[config.mk]
export PLATFORM = sky130hd
export DESIGN_NAME = frame_window_sync_detector_flat
export DESIGN_NICKNAME = d
export VERILOG_FILES = /design/src/rtl/core/fwsd_pkg.sv /design/src/rtl/core/fwsd_req_if.sv /design/src/rtl/core/fwsd_rsp_if.sv /design/src/rtl/core/frame_window_sync_detector.sv /design/src/flat_wrapper.sv
export SDC_FILE = /design/constraint.sdc
export NUM_CORES = 1
export LEC_CHECK = 0
export BUFFER_PORTS_ARGS = -buffer_cell sky130_fd_sc_hd__buf_4
export CAP_MARGIN = 30
export CORE_MARGIN = 2
export CORE_UTILIZATION = 35
export CTS_CLUSTER_DIAMETER = 120
export CTS_CLUSTER_SIZE = 25
export DETAILED_ROUTE_END_ITERATION = 12
export SLEW_MARGIN = 0
export SYNTH_ARGS = -nofsm -noshare
export SYNTH_HDL_FRONTEND = slang
export SYNTH_SLANG_ARGS = --single-unit
[constraint.sdc]
create_clock -name clock -period 2.95 [get_ports clock]
set_clock_uncertainty 0.05 [all_clocks]
set_input_delay 0.1475 -clock clock [delete_from_list [all_inputs] [get_ports clock]]
set_output_delay 0.1475 -clock clock [all_outputs]
set_load 0.01 [all_outputs]
[src/rtl/core/fwsd_pkg.sv]
package fwsd_pkg;

   localparam int MAX_WINDOW_DEF = 32;
   localparam int CHANNELS_DEF   = 2;
   localparam int NUM_CHAN       = 2;

   localparam int MIN_WINDOW = 8;
   localparam int MARK_LEN   = 4;

   localparam logic [7:0] HEAD_BYTE = 8'hFF;
   localparam logic [7:0] TAIL_BYTE = 8'hFE;

   localparam int BYTE_W     = 8;
   localparam int LEN_W      = 6;
   localparam int CSR_ADDR_W = 5;
   localparam int CSR_DATA_W = 32;

   localparam logic [LEN_W-1:0] LEN_A_RESET = 6'd24;
   localparam logic [LEN_W-1:0] LEN_B_RESET = 6'd26;
   localparam logic [NUM_CHAN-1:0] ENABLE_RESET = 2'b01;
   localparam logic [NUM_CHAN-1:0] STOP_RESET   = 2'b10;

   typedef enum logic [2:0] {
      REG_WINDOW_LEN_A    = 3'd0,
      REG_WINDOW_LEN_B    = 3'd1,
      REG_ENABLE_A        = 3'd2,
      REG_ENABLE_B        = 3'd3,
      REG_STOP_ON_MATCH_A = 3'd4,
      REG_STOP_ON_MATCH_B = 3'd5
   } reg_index_type;

endpackage

[src/rtl/core/fwsd_req_if.sv]
interface fwsd_req_if;
   logic                        valid;
   logic                        ready;
   logic [fwsd_pkg::BYTE_W-1:0] rx_byte;

   modport source (output valid, output rx_byte, input ready);
   modport sink   (input valid, input rx_byte, output ready);
endinterface

[src/rtl/core/fwsd_rsp_if.sv]
interface fwsd_rsp_if;
   logic valid;
   logic ready;
   logic match_a;
   logic match_b;
   logic active_a;
   logic active_b;

   modport source (output valid, output match_a, output match_b,
                   output active_a, output active_b, input ready);
   modport sink   (input valid, input match_a, input match_b,
                   input active_a, input active_b, output ready);
endinterface

[src/rtl/core/frame_window_sync_detector.sv]
// Frame window sync detector.
// req_chan carries one received byte per request. Each of the two channels
// shifts the byte into its window of the last N bytes when active and flags
// a match when the four oldest bytes are 0xFF and the four newest are 0xFE.
// rsp_chan returns exactly one result per request: match and active flags
// of both channels after that byte.
// Latency: the result is valid the cycle after the request is accepted.
// Throughput: one request per cycle; the window update and match check take
// a single pass from the window registers into the result register.
// Out of reset, req_chan.ready is high when the result register is empty or
// being taken, so a stalled receiver holds the result and the next request
// waits. Reset (synchronous) empties the result register, clears all
// windows and loads the register defaults. Configure through the APB port
// while idle (unenforced); writing a length clears that channel's window.
module frame_window_sync_detector #(
   parameter int MAX_WINDOW = fwsd_pkg::MAX_WINDOW_DEF,
   parameter int CHANNELS   = fwsd_pkg::CHANNELS_DEF
) (
   input  logic                            clock,
   input  logic                            reset,
   fwsd_req_if.sink                        req_chan,
   fwsd_rsp_if.source                      rsp_chan,
   input  logic                            csr_psel,
   input  logic                            csr_penable,
   input  logic                            csr_pwrite,
   input  logic [fwsd_pkg::CSR_ADDR_W-1:0] csr_paddr,
   input  logic [fwsd_pkg::CSR_DATA_W-1:0] csr_pwdata,
   output logic [fwsd_pkg::CSR_DATA_W-1:0] csr_prdata,
   output logic                            csr_pready
);

   localparam int NC     = fwsd_pkg::NUM_CHAN;
   localparam int ML     = fwsd_pkg::MARK_LEN;
   localparam int CLOG_W = $clog2(MAX_WINDOW + 1);
   localparam int EW     = (CLOG_W > fwsd_pkg::LEN_W) ? CLOG_W : fwsd_pkg::LEN_W;
   localparam logic [EW-1:0] MIN_LEN = EW'(fwsd_pkg::MIN_WINDOW);
   localparam logic [EW-1:0] MAX_LEN = EW'(MAX_WINDOW);

   logic [fwsd_pkg::LEN_W-1:0] len_ff   [NC];
   logic [fwsd_pkg::LEN_W-1:0] len_in   [NC];
   logic [NC-1:0]              on_ff, on_in;
   logic [NC-1:0]              stop_ff, stop_in;
   logic [NC-1:0]              hit;
   logic [NC-1:0]              len_wr;

   logic                       rsp_valid_ff, rsp_valid_in;
   logic [NC-1:0]              rsp_match_ff, rsp_match_in;
   logic [NC-1:0]              rsp_active_ff, rsp_active_in;

   logic                       req_accept;
   logic                       csr_write;
   fwsd_pkg::reg_index_type    csr_index;
   logic                       byte_head;
   logic                       byte_tail;

   assign csr_pready = 1'b1;
   assign csr_write  = csr_psel && csr_penable && csr_pwrite;
   assign csr_index  = fwsd_pkg::reg_index_type'(csr_paddr[fwsd_pkg::CSR_ADDR_W-1:2]);

   assign req_chan.ready = !reset && (!rsp_valid_ff || rsp_chan.ready);
   assign req_accept     = req_chan.valid && req_chan.ready;
   assign byte_head      = (req_chan.rx_byte == fwsd_pkg::HEAD_BYTE);
   assign byte_tail      = (req_chan.rx_byte == fwsd_pkg::TAIL_BYTE);

   assign len_wr[0] = csr_write && (csr_index == fwsd_pkg::REG_WINDOW_LEN_A);
   assign len_wr[1] = csr_write && (csr_index == fwsd_pkg::REG_WINDOW_LEN_B);

   for (genvar k = 0; k < NC; k++) begin : g_chan
      if (k < CHANNELS) begin : g_win
         logic [MAX_WINDOW-1:0] head_bits_ff, head_bits_in, head_shift;
         logic [ML-2:0]         tail_bits_ff, tail_bits_in, tail_shift;
         logic [EW-1:0]         len_ext, eff_len, tap_base;
         logic [MAX_WINDOW-1:0] head_taps;

         always_comb begin
            len_ext = EW'(len_ff[k]);
            if (len_ext < MIN_LEN) begin
               eff_len = MIN_LEN;
            end else if (len_ext > MAX_LEN) begin
               eff_len = MAX_LEN;
            end else begin
               eff_len = len_ext;
            end
            tap_base   = eff_len - EW'(ML);
            head_shift = {head_bits_ff[MAX_WINDOW-2:0], byte_head};
            tail_shift = {tail_bits_ff[ML-3:0], byte_tail};
            head_taps  = head_shift >> tap_base;

            head_bits_in = head_bits_ff;
            tail_bits_in = tail_bits_ff;
            if (len_wr[k]) begin
               head_bits_in = '0;
               tail_bits_in = '0;
            end else if (req_accept && on_ff[k]) begin
               head_bits_in = head_shift;
               tail_bits_in = tail_shift;
            end
         end

         assign hit[k] = on_ff[k] && byte_tail && (&tail_bits_ff) && (&head_taps[ML-1:0]);

         always_ff @(posedge clock) begin
            if (reset) begin
               head_bits_ff <= '0;
               tail_bits_ff <= '0;
            end else begin
               head_bits_ff <= head_bits_in;
               tail_bits_ff <= tail_bits_in;
            end
         end
      end else begin : g_none
         assign hit[k] = 1'b0;
      end
   end

   always_comb begin
      len_in  = len_ff;
      on_in   = on_ff;
      stop_in = stop_ff;
      if (req_accept) begin
         for (int k = 0; k < NC; k++) begin
            if (hit[k] && stop_ff[k]) begin
               on_in[k] = 1'b0;
            end
         end
      end
      if (csr_write) begin
         case (csr_index)
            fwsd_pkg::REG_WINDOW_LEN_A: begin
               len_in[0] = csr_pwdata[fwsd_pkg::LEN_W-1:0];
            end
            fwsd_pkg::REG_WINDOW_LEN_B: begin
               len_in[1] = csr_pwdata[fwsd_pkg::LEN_W-1:0];
            end
            fwsd_pkg::REG_ENABLE_A: begin
               on_in[0] = csr_pwdata[0];
            end
            fwsd_pkg::REG_ENABLE_B: begin
               on_in[1] = csr_pwdata[0];
            end
            fwsd_pkg::REG_STOP_ON_MATCH_A: begin
               stop_in[0] = csr_pwdata[0];
            end
            fwsd_pkg::REG_STOP_ON_MATCH_B: begin
               stop_in[1] = csr_pwdata[0];
            end
            default: begin
            end
         endcase
      end
   end

   always_comb begin
      case (csr_index)
         fwsd_pkg::REG_WINDOW_LEN_A:    csr_prdata = fwsd_pkg::CSR_DATA_W'(len_ff[0]);
         fwsd_pkg::REG_WINDOW_LEN_B:    csr_prdata = fwsd_pkg::CSR_DATA_W'(len_ff[1]);
         fwsd_pkg::REG_ENABLE_A:        csr_prdata = fwsd_pkg::CSR_DATA_W'(on_ff[0]);
         fwsd_pkg::REG_ENABLE_B:        csr_prdata = fwsd_pkg::CSR_DATA_W'(on_ff[1]);
         fwsd_pkg::REG_STOP_ON_MATCH_A: csr_prdata = fwsd_pkg::CSR_DATA_W'(stop_ff[0]);
         fwsd_pkg::REG_STOP_ON_MATCH_B: csr_prdata = fwsd_pkg::CSR_DATA_W'(stop_ff[1]);
         default:                       csr_prdata = '0;
      endcase
   end

   always_comb begin
      rsp_valid_in  = rsp_valid_ff;
      rsp_match_in  = rsp_match_ff;
      rsp_active_in = rsp_active_ff;
      if (rsp_valid_ff && rsp_chan.ready) begin
         rsp_valid_in = 1'b0;
      end
      if (req_accept) begin
         rsp_valid_in  = 1'b1;
         rsp_match_in  = hit;
         rsp_active_in = on_in;
      end
   end

   always_ff @(posedge clock) begin
      if (reset) begin
         len_ff[0]    <= fwsd_pkg::LEN_A_RESET;
         len_ff[1]    <= fwsd_pkg::LEN_B_RESET;
         on_ff        <= fwsd_pkg::ENABLE_RESET;
         stop_ff      <= fwsd_pkg::STOP_RESET;
         rsp_valid_ff <= 1'b0;
      end else begin
         len_ff       <= len_in;
         on_ff        <= on_in;
         stop_ff      <= stop_in;
         rsp_valid_ff <= rsp_valid_in;
      end
   end

   always_ff @(posedge clock) begin
      rsp_match_ff  <= rsp_match_in;
      rsp_active_ff <= rsp_active_in;
   end

   assign rsp_chan.valid    = rsp_valid_ff;
   assign rsp_chan.match_a  = rsp_match_ff[0];
   assign rsp_chan.match_b  = rsp_match_ff[1];
   assign rsp_chan.active_a = rsp_active_ff[0];
   assign rsp_chan.active_b = rsp_active_ff[1];

endmodule

[src/flat_wrapper.sv]
// flat-port wrapper written by rule: the top's interface ports become plain ports
module frame_window_sync_detector_flat 
#(
   parameter int MAX_WINDOW = fwsd_pkg::MAX_WINDOW_DEF,
   parameter int CHANNELS   = fwsd_pkg::CHANNELS_DEF
)
  (clock, reset, csr_psel, csr_penable, csr_pwrite, csr_paddr, csr_pwdata, csr_prdata, csr_pready, req_chan_valid, req_chan_rx_byte, req_chan_ready, rsp_chan_valid, rsp_chan_match_a, rsp_chan_match_b, rsp_chan_active_a, rsp_chan_active_b, rsp_chan_ready);
  fwsd_req_if req_chan_i ();
  fwsd_rsp_if rsp_chan_i ();
  input  logic clock;
  input  logic reset;
  input  logic csr_psel;
  input  logic csr_penable;
  input  logic csr_pwrite;
  input  logic [fwsd_pkg::CSR_ADDR_W-1:0] csr_paddr;
  input  logic [fwsd_pkg::CSR_DATA_W-1:0] csr_pwdata;
  output logic [fwsd_pkg::CSR_DATA_W-1:0] csr_prdata;
  output logic csr_pready;
  input wire logic [$bits(req_chan_i.valid)-1:0] req_chan_valid;
  input wire logic [$bits(req_chan_i.rx_byte)-1:0] req_chan_rx_byte;
  output wire logic [$bits(req_chan_i.ready)-1:0] req_chan_ready;
  output wire logic [$bits(rsp_chan_i.valid)-1:0] rsp_chan_valid;
  output wire logic [$bits(rsp_chan_i.match_a)-1:0] rsp_chan_match_a;
  output wire logic [$bits(rsp_chan_i.match_b)-1:0] rsp_chan_match_b;
  output wire logic [$bits(rsp_chan_i.active_a)-1:0] rsp_chan_active_a;
  output wire logic [$bits(rsp_chan_i.active_b)-1:0] rsp_chan_active_b;
  input wire logic [$bits(rsp_chan_i.ready)-1:0] rsp_chan_ready;
  assign req_chan_i.valid = req_chan_valid;
  assign req_chan_i.rx_byte = req_chan_rx_byte;
  assign req_chan_ready = req_chan_i.ready;
  assign rsp_chan_valid = rsp_chan_i.valid;
  assign rsp_chan_match_a = rsp_chan_i.match_a;
  assign rsp_chan_match_b = rsp_chan_i.match_b;
  assign rsp_chan_active_a = rsp_chan_i.active_a;
  assign rsp_chan_active_b = rsp_chan_i.active_b;
  assign rsp_chan_i.ready = rsp_chan_ready;
  frame_window_sync_detector #(.MAX_WINDOW(MAX_WINDOW), .CHANNELS(CHANNELS)) u_core (.clock(clock), .reset(reset), .req_chan(req_chan_i), .rsp_chan(rsp_chan_i), .csr_psel(csr_psel), .csr_penable(csr_penable), .csr_pwrite(csr_pwrite), .csr_paddr(csr_paddr), .csr_pwdata(csr_pwdata), .csr_prdata(csr_prdata), .csr_pready(csr_pready));
endmodule
==> impl_metrics.sql <==
INSERT INTO impl_metrics (metric_group, metric, value, unit) VALUES
('critical_path', 'critical_path_top_delay_cell', 'sky130_fd_sc_hd__dfxtp_1', ''),
('clock_network', 'cts_buffer_depth', '2', ''),
('logic_synthesis', 'synth_largest_area_cell', 'sky130_fd_sc_hd__dfxtp_1', ''),
('die', 'row_count', '42', ''),
('global_route', 'grt_first_pass_wirelength', '18900', 'um'),
('clock_network', 'cts_post_setup_buffers_inserted', '0', ''),
('die', 'floorplan.die.width', '121', 'um'),
('logic_synthesis', 'post-synth-top-count-cell', 'sky130_fd_sc_hd__nand2_1', ''),
('drt', 'post_drt_via_cell_ratio', '5.03', ''),
('global_route', 'grt_antenna_before_repair', '0', ''),
('final_layout', 'finish.instance_area', '5420', 'um2'),
('critical_path', 'critPathKind', 'reg2reg', ''),
('final_layout', 'final_layout_size_suffix_gt1_frac', '0.135', ''),
('sta', 'final-setup-viol-count', '0', ''),
('die', 'area_of_the_die', '14600', 'um2'),
('sta', 'worst_pin_slew', '684', 'ps'),
('power', 'peakVddDrop', '0.309', 'mV'),
('critical_path', 'crit-reg2reg-capture', 'u_core.rsp_match_ff[0]', ''),
('critical_path', 'cp.arrival', '2580', 'ps'),
('final_layout', 'area_growth', '13.8', '%'),
('clock_network', 'clkSlewWorstSetupHoldPaths', '60', 'ps'),
('final_layout', 'multiInputGateArea', '2620', 'um2'),
('flow_run', 'cap_viol_max_count', '0', ''),
('drt', 'drc_errors', '0', ''),
('logic_synthesis', 'synth-warning-count', '0', ''),
('min_path', 'worstHoldEndpoint', 'u_core.rsp_chan.valid', ''),
('final_layout', 'num-fill-cells', '1383', ''),
('min_path', 'timing.hold.worst.class', 'in2reg', ''),
('drt', 'route.antenna.remaining_nets', '0', ''),
('critical_path', 'setup.worst_path.start_class', 'flip-flop', ''),
('global_route', 'grt_usage', '0.160', ''),
('logic_synthesis', 'netlist_top_cells_area', 'sky130_fd_sc_hd__dfxtp_1, sky130_fd_sc_hd__nand2_1, sky130_fd_sc_hd__a21oi_1, sky130_fd_sc_hd__mux2i_1, sky130_fd_sc_hd__buf_4', ''),
('critical_path', 'cp.required', '2980', 'ps'),
('critical_path', 'cp_max_fo', '8', ''),
('logic_synthesis', 'netlist_top_cells_count', 'sky130_fd_sc_hd__nand2_1, sky130_fd_sc_hd__dfxtp_1, sky130_fd_sc_hd__a21oi_1', ''),
('critical_path', 'worstReg2RegStart', 'u_core.g_chan[0].g_win.len_ext[4]', ''),
('global_route', 'maximum_number_of_pins_on_one_net_before_global_route_repair', '35', ''),
('critical_path', 'cp_cell_sequence', 'o21ba_2 -> nand2_1 -> ha_1 -> and2_1 -> a21oi_1 -> o22ai_1 -> o2111ai_1 -> o211ai_1 -> a221oi_2 -> nor3_1', ''),
('logic_synthesis', 'ys_seq_area_frac', '0.382', ''),
('run_status', 'outcome', 'finished clean', ''),
('die', 'chipHeight', '121', 'um'),
('clock_network', 'tritoncts', 'done', ''),
('clock_network', 'clock_insertion_delay_worst_skew', '340', 'ps'),
('clock_network', 'numCtsBuffers', '9', ''),
('placement', 'gp_congestion', '0.890', ''),
('logic_synthesis', 'synth_flop_cell', 'sky130_fd_sc_hd__dfxtp_1', ''),
('power', 'leakagePower', '0.00191', 'uW'),
('sta', 'layout_worst_path_cycle_share', '0.865', ''),
('min_path', 'hold_depth', '3', ''),
('critical_path', 'register_to_register_path_setup_slack', '400', 'ps'),
('sta', 'setup_tns_final', '0', 'ps'),
('global_route', 'vias_in_the_first_global_route', '3983', ''),
('die', 'core_area', '13200', 'um2'),
('sta', 'max_freq', '0.392', 'GHz'),
('logic_synthesis', 'ys_types', '74', ''),
('final_layout', 'final_net_count', '695', ''),
('critical_path', 'capturing_element_type_of_the_critical_path', 'flip-flop', ''),
('final_layout', 'area.sequential', '1820', 'um2'),
('placement', 'placement.io_buffers', '35', ''),
('placement', 'hpwl', '8130', 'um'),
('logic_synthesis', 'async_flop_share', '0', ''),
('sta', 'final_hold_viol_count', '0', ''),
('die', 'ioPinCount', '91', ''),
('sta', 'worst_slew_margin_rel', '0.542', ''),
('logic_synthesis', 'area_share_of_the_leading_cell_type_in_the_synthesized_netlist', '0.357', ''),
('power', 'power_per_cell_area', '471', 'nW/um2'),
('clock_network', 'htreeDepth', '3', ''),
('logic_synthesis', 'netlist_area', '4760', 'um2'),
('logic_synthesis', 'instance_count_of_the_mapped_netlist', '616', ''),
('clock_network', 'clock_tree.root_cell', 'sky130_fd_sc_hd__clkbuf_16', ''),
('die', 'start_util', '0.360', '');
logic make-up (layout without fill, tap and decap cells):
| logic type | count (synthesis) | in the layout | synth area share |
|---|---|---|---|
| other cells | 2 | 27 | 0.00158 |
| fa+ha+maj | 2 | 2 | 0.00525 |
| buf+inv | 75 | 80 | 0.0875 |
| simple gates | 266 | 266 | 0.241 |
| mux | 32 | 32 | 0.0785 |
| xor+xnor | 4 | 4 | 0.00893 |
| flops | 89 | 89 | 0.382 |
| compound gates | 146 | 146 | 0.194 |
critical path: cells and delay by family (launching register included):
family / cells / cell delay, ps
and+or+nand+nor: 3 / 380
adders and majority gates: 1 / 260
AOI/OAI and AO/OA: 6 / 1100
DFF: 1 / 500
routing by layer:
metal  wire length, um  GRT usage
met1              4830      0.188
met5                 0          0
met4               199     0.0581
met3               344     0.0335
met2              5780      0.285
final cells by class:
class | count | area share
clock inverters | 2 | 0.00646
multi-input cells | 477 | 0.484
inverters | 11 | 0.00762
repair buffers | 53 | 0.0748
flip-flops and latches | 89 | 0.336
clock buffers | 14 | 0.0506
well taps | 176 | 0.0406
cell usage in the layout, fill, tap and decap left out, types with 5 or more instances in the layout:
cell,instances
sky130_fd_sc_hd__nor3_1,14
sky130_fd_sc_hd__mux2i_1,22
sky130_fd_sc_hd__inv_1,9
sky130_fd_sc_hd__nand3_1,10
sky130_fd_sc_hd__buf_4,50
sky130_fd_sc_hd__a21oi_1,81
sky130_fd_sc_hd__nand4_1,8
sky130_fd_sc_hd__nor2b_1,5
sky130_fd_sc_hd__dfxtp_1,85
sky130_fd_sc_hd__conb_1,27
sky130_fd_sc_hd__o21ai_0,13
sky130_fd_sc_hd__and3_1,6
sky130_fd_sc_hd__nand2_1,176
sky130_fd_sc_hd__o211ai_1,6
sky130_fd_sc_hd__o2111ai_1,5
sky130_fd_sc_hd__nor2_1,27
sky130_fd_sc_hd__and2_1,7
sky130_fd_sc_hd__clkbuf_16,9
how the worst max path moves through the flow:
stage / cells after the start / start / end
2_1_floorplan: 11 / u_core.g_chan[1].g_win.len_ext[5] / u_core.rsp_active_ff[1]
3_3_place_gp: 10 / u_core.g_chan[0].g_win.len_ext[4] / u_core.rsp_match_ff[0]
3_5_place_dp: 10 / u_core.g_chan[0].g_win.len_ext[4] / u_core.rsp_match_ff[0]
5_1_grt: 11 / u_core.g_chan[0].g_win.len_ext[4] / u_core.rsp_active_ff[0]
4_1_cts: 10 / u_core.g_chan[0].g_win.len_ext[4] / u_core.rsp_match_ff[0]
6_report: 10 / u_core.g_chan[0].g_win.len_ext[4] / u_core.rsp_match_ff[0]
registers in the layout, indices dropped and copies added (netlist names):
signal and cells:
u_core.on_ff 2, u_core.rsp_active_ff 2, u_core.stop_ff 2, u_core.rsp_match_ff 2, u_core.g_chan.g_win.head_bits_ff 62, u_core.g_chan.g_win.len_ext 12, u_core.rsp_chan.valid 1, u_core.g_chan.g_win.tail_bits_ff 6
where the power goes:
part	internal [uW]	total (uW)	leakage (uW)	switching (uW)
registers	1210	1220	0.000720	3.73
clock network	725	1180	0.000153	454
logic	56.0	153	0.00104	96.9
through the flow:
stage	hold WS (ps)	total power [uW]	worst slack, ps	cells
floorplan	218	1360	619	641
global placement	326	1390	464	803
detailed placement	332	1390	403	803
CTS	14.0	2570	396	822
global route	20.9	2640	205	822
finish	17.2	2550	399	822
repair_timing:
action                    in CTS  in global routing
hold buffers                   3                  0
hold endpoints to repair       5                  0
gates resized for setup        0                  0
(Power assumes the default switching activity.)
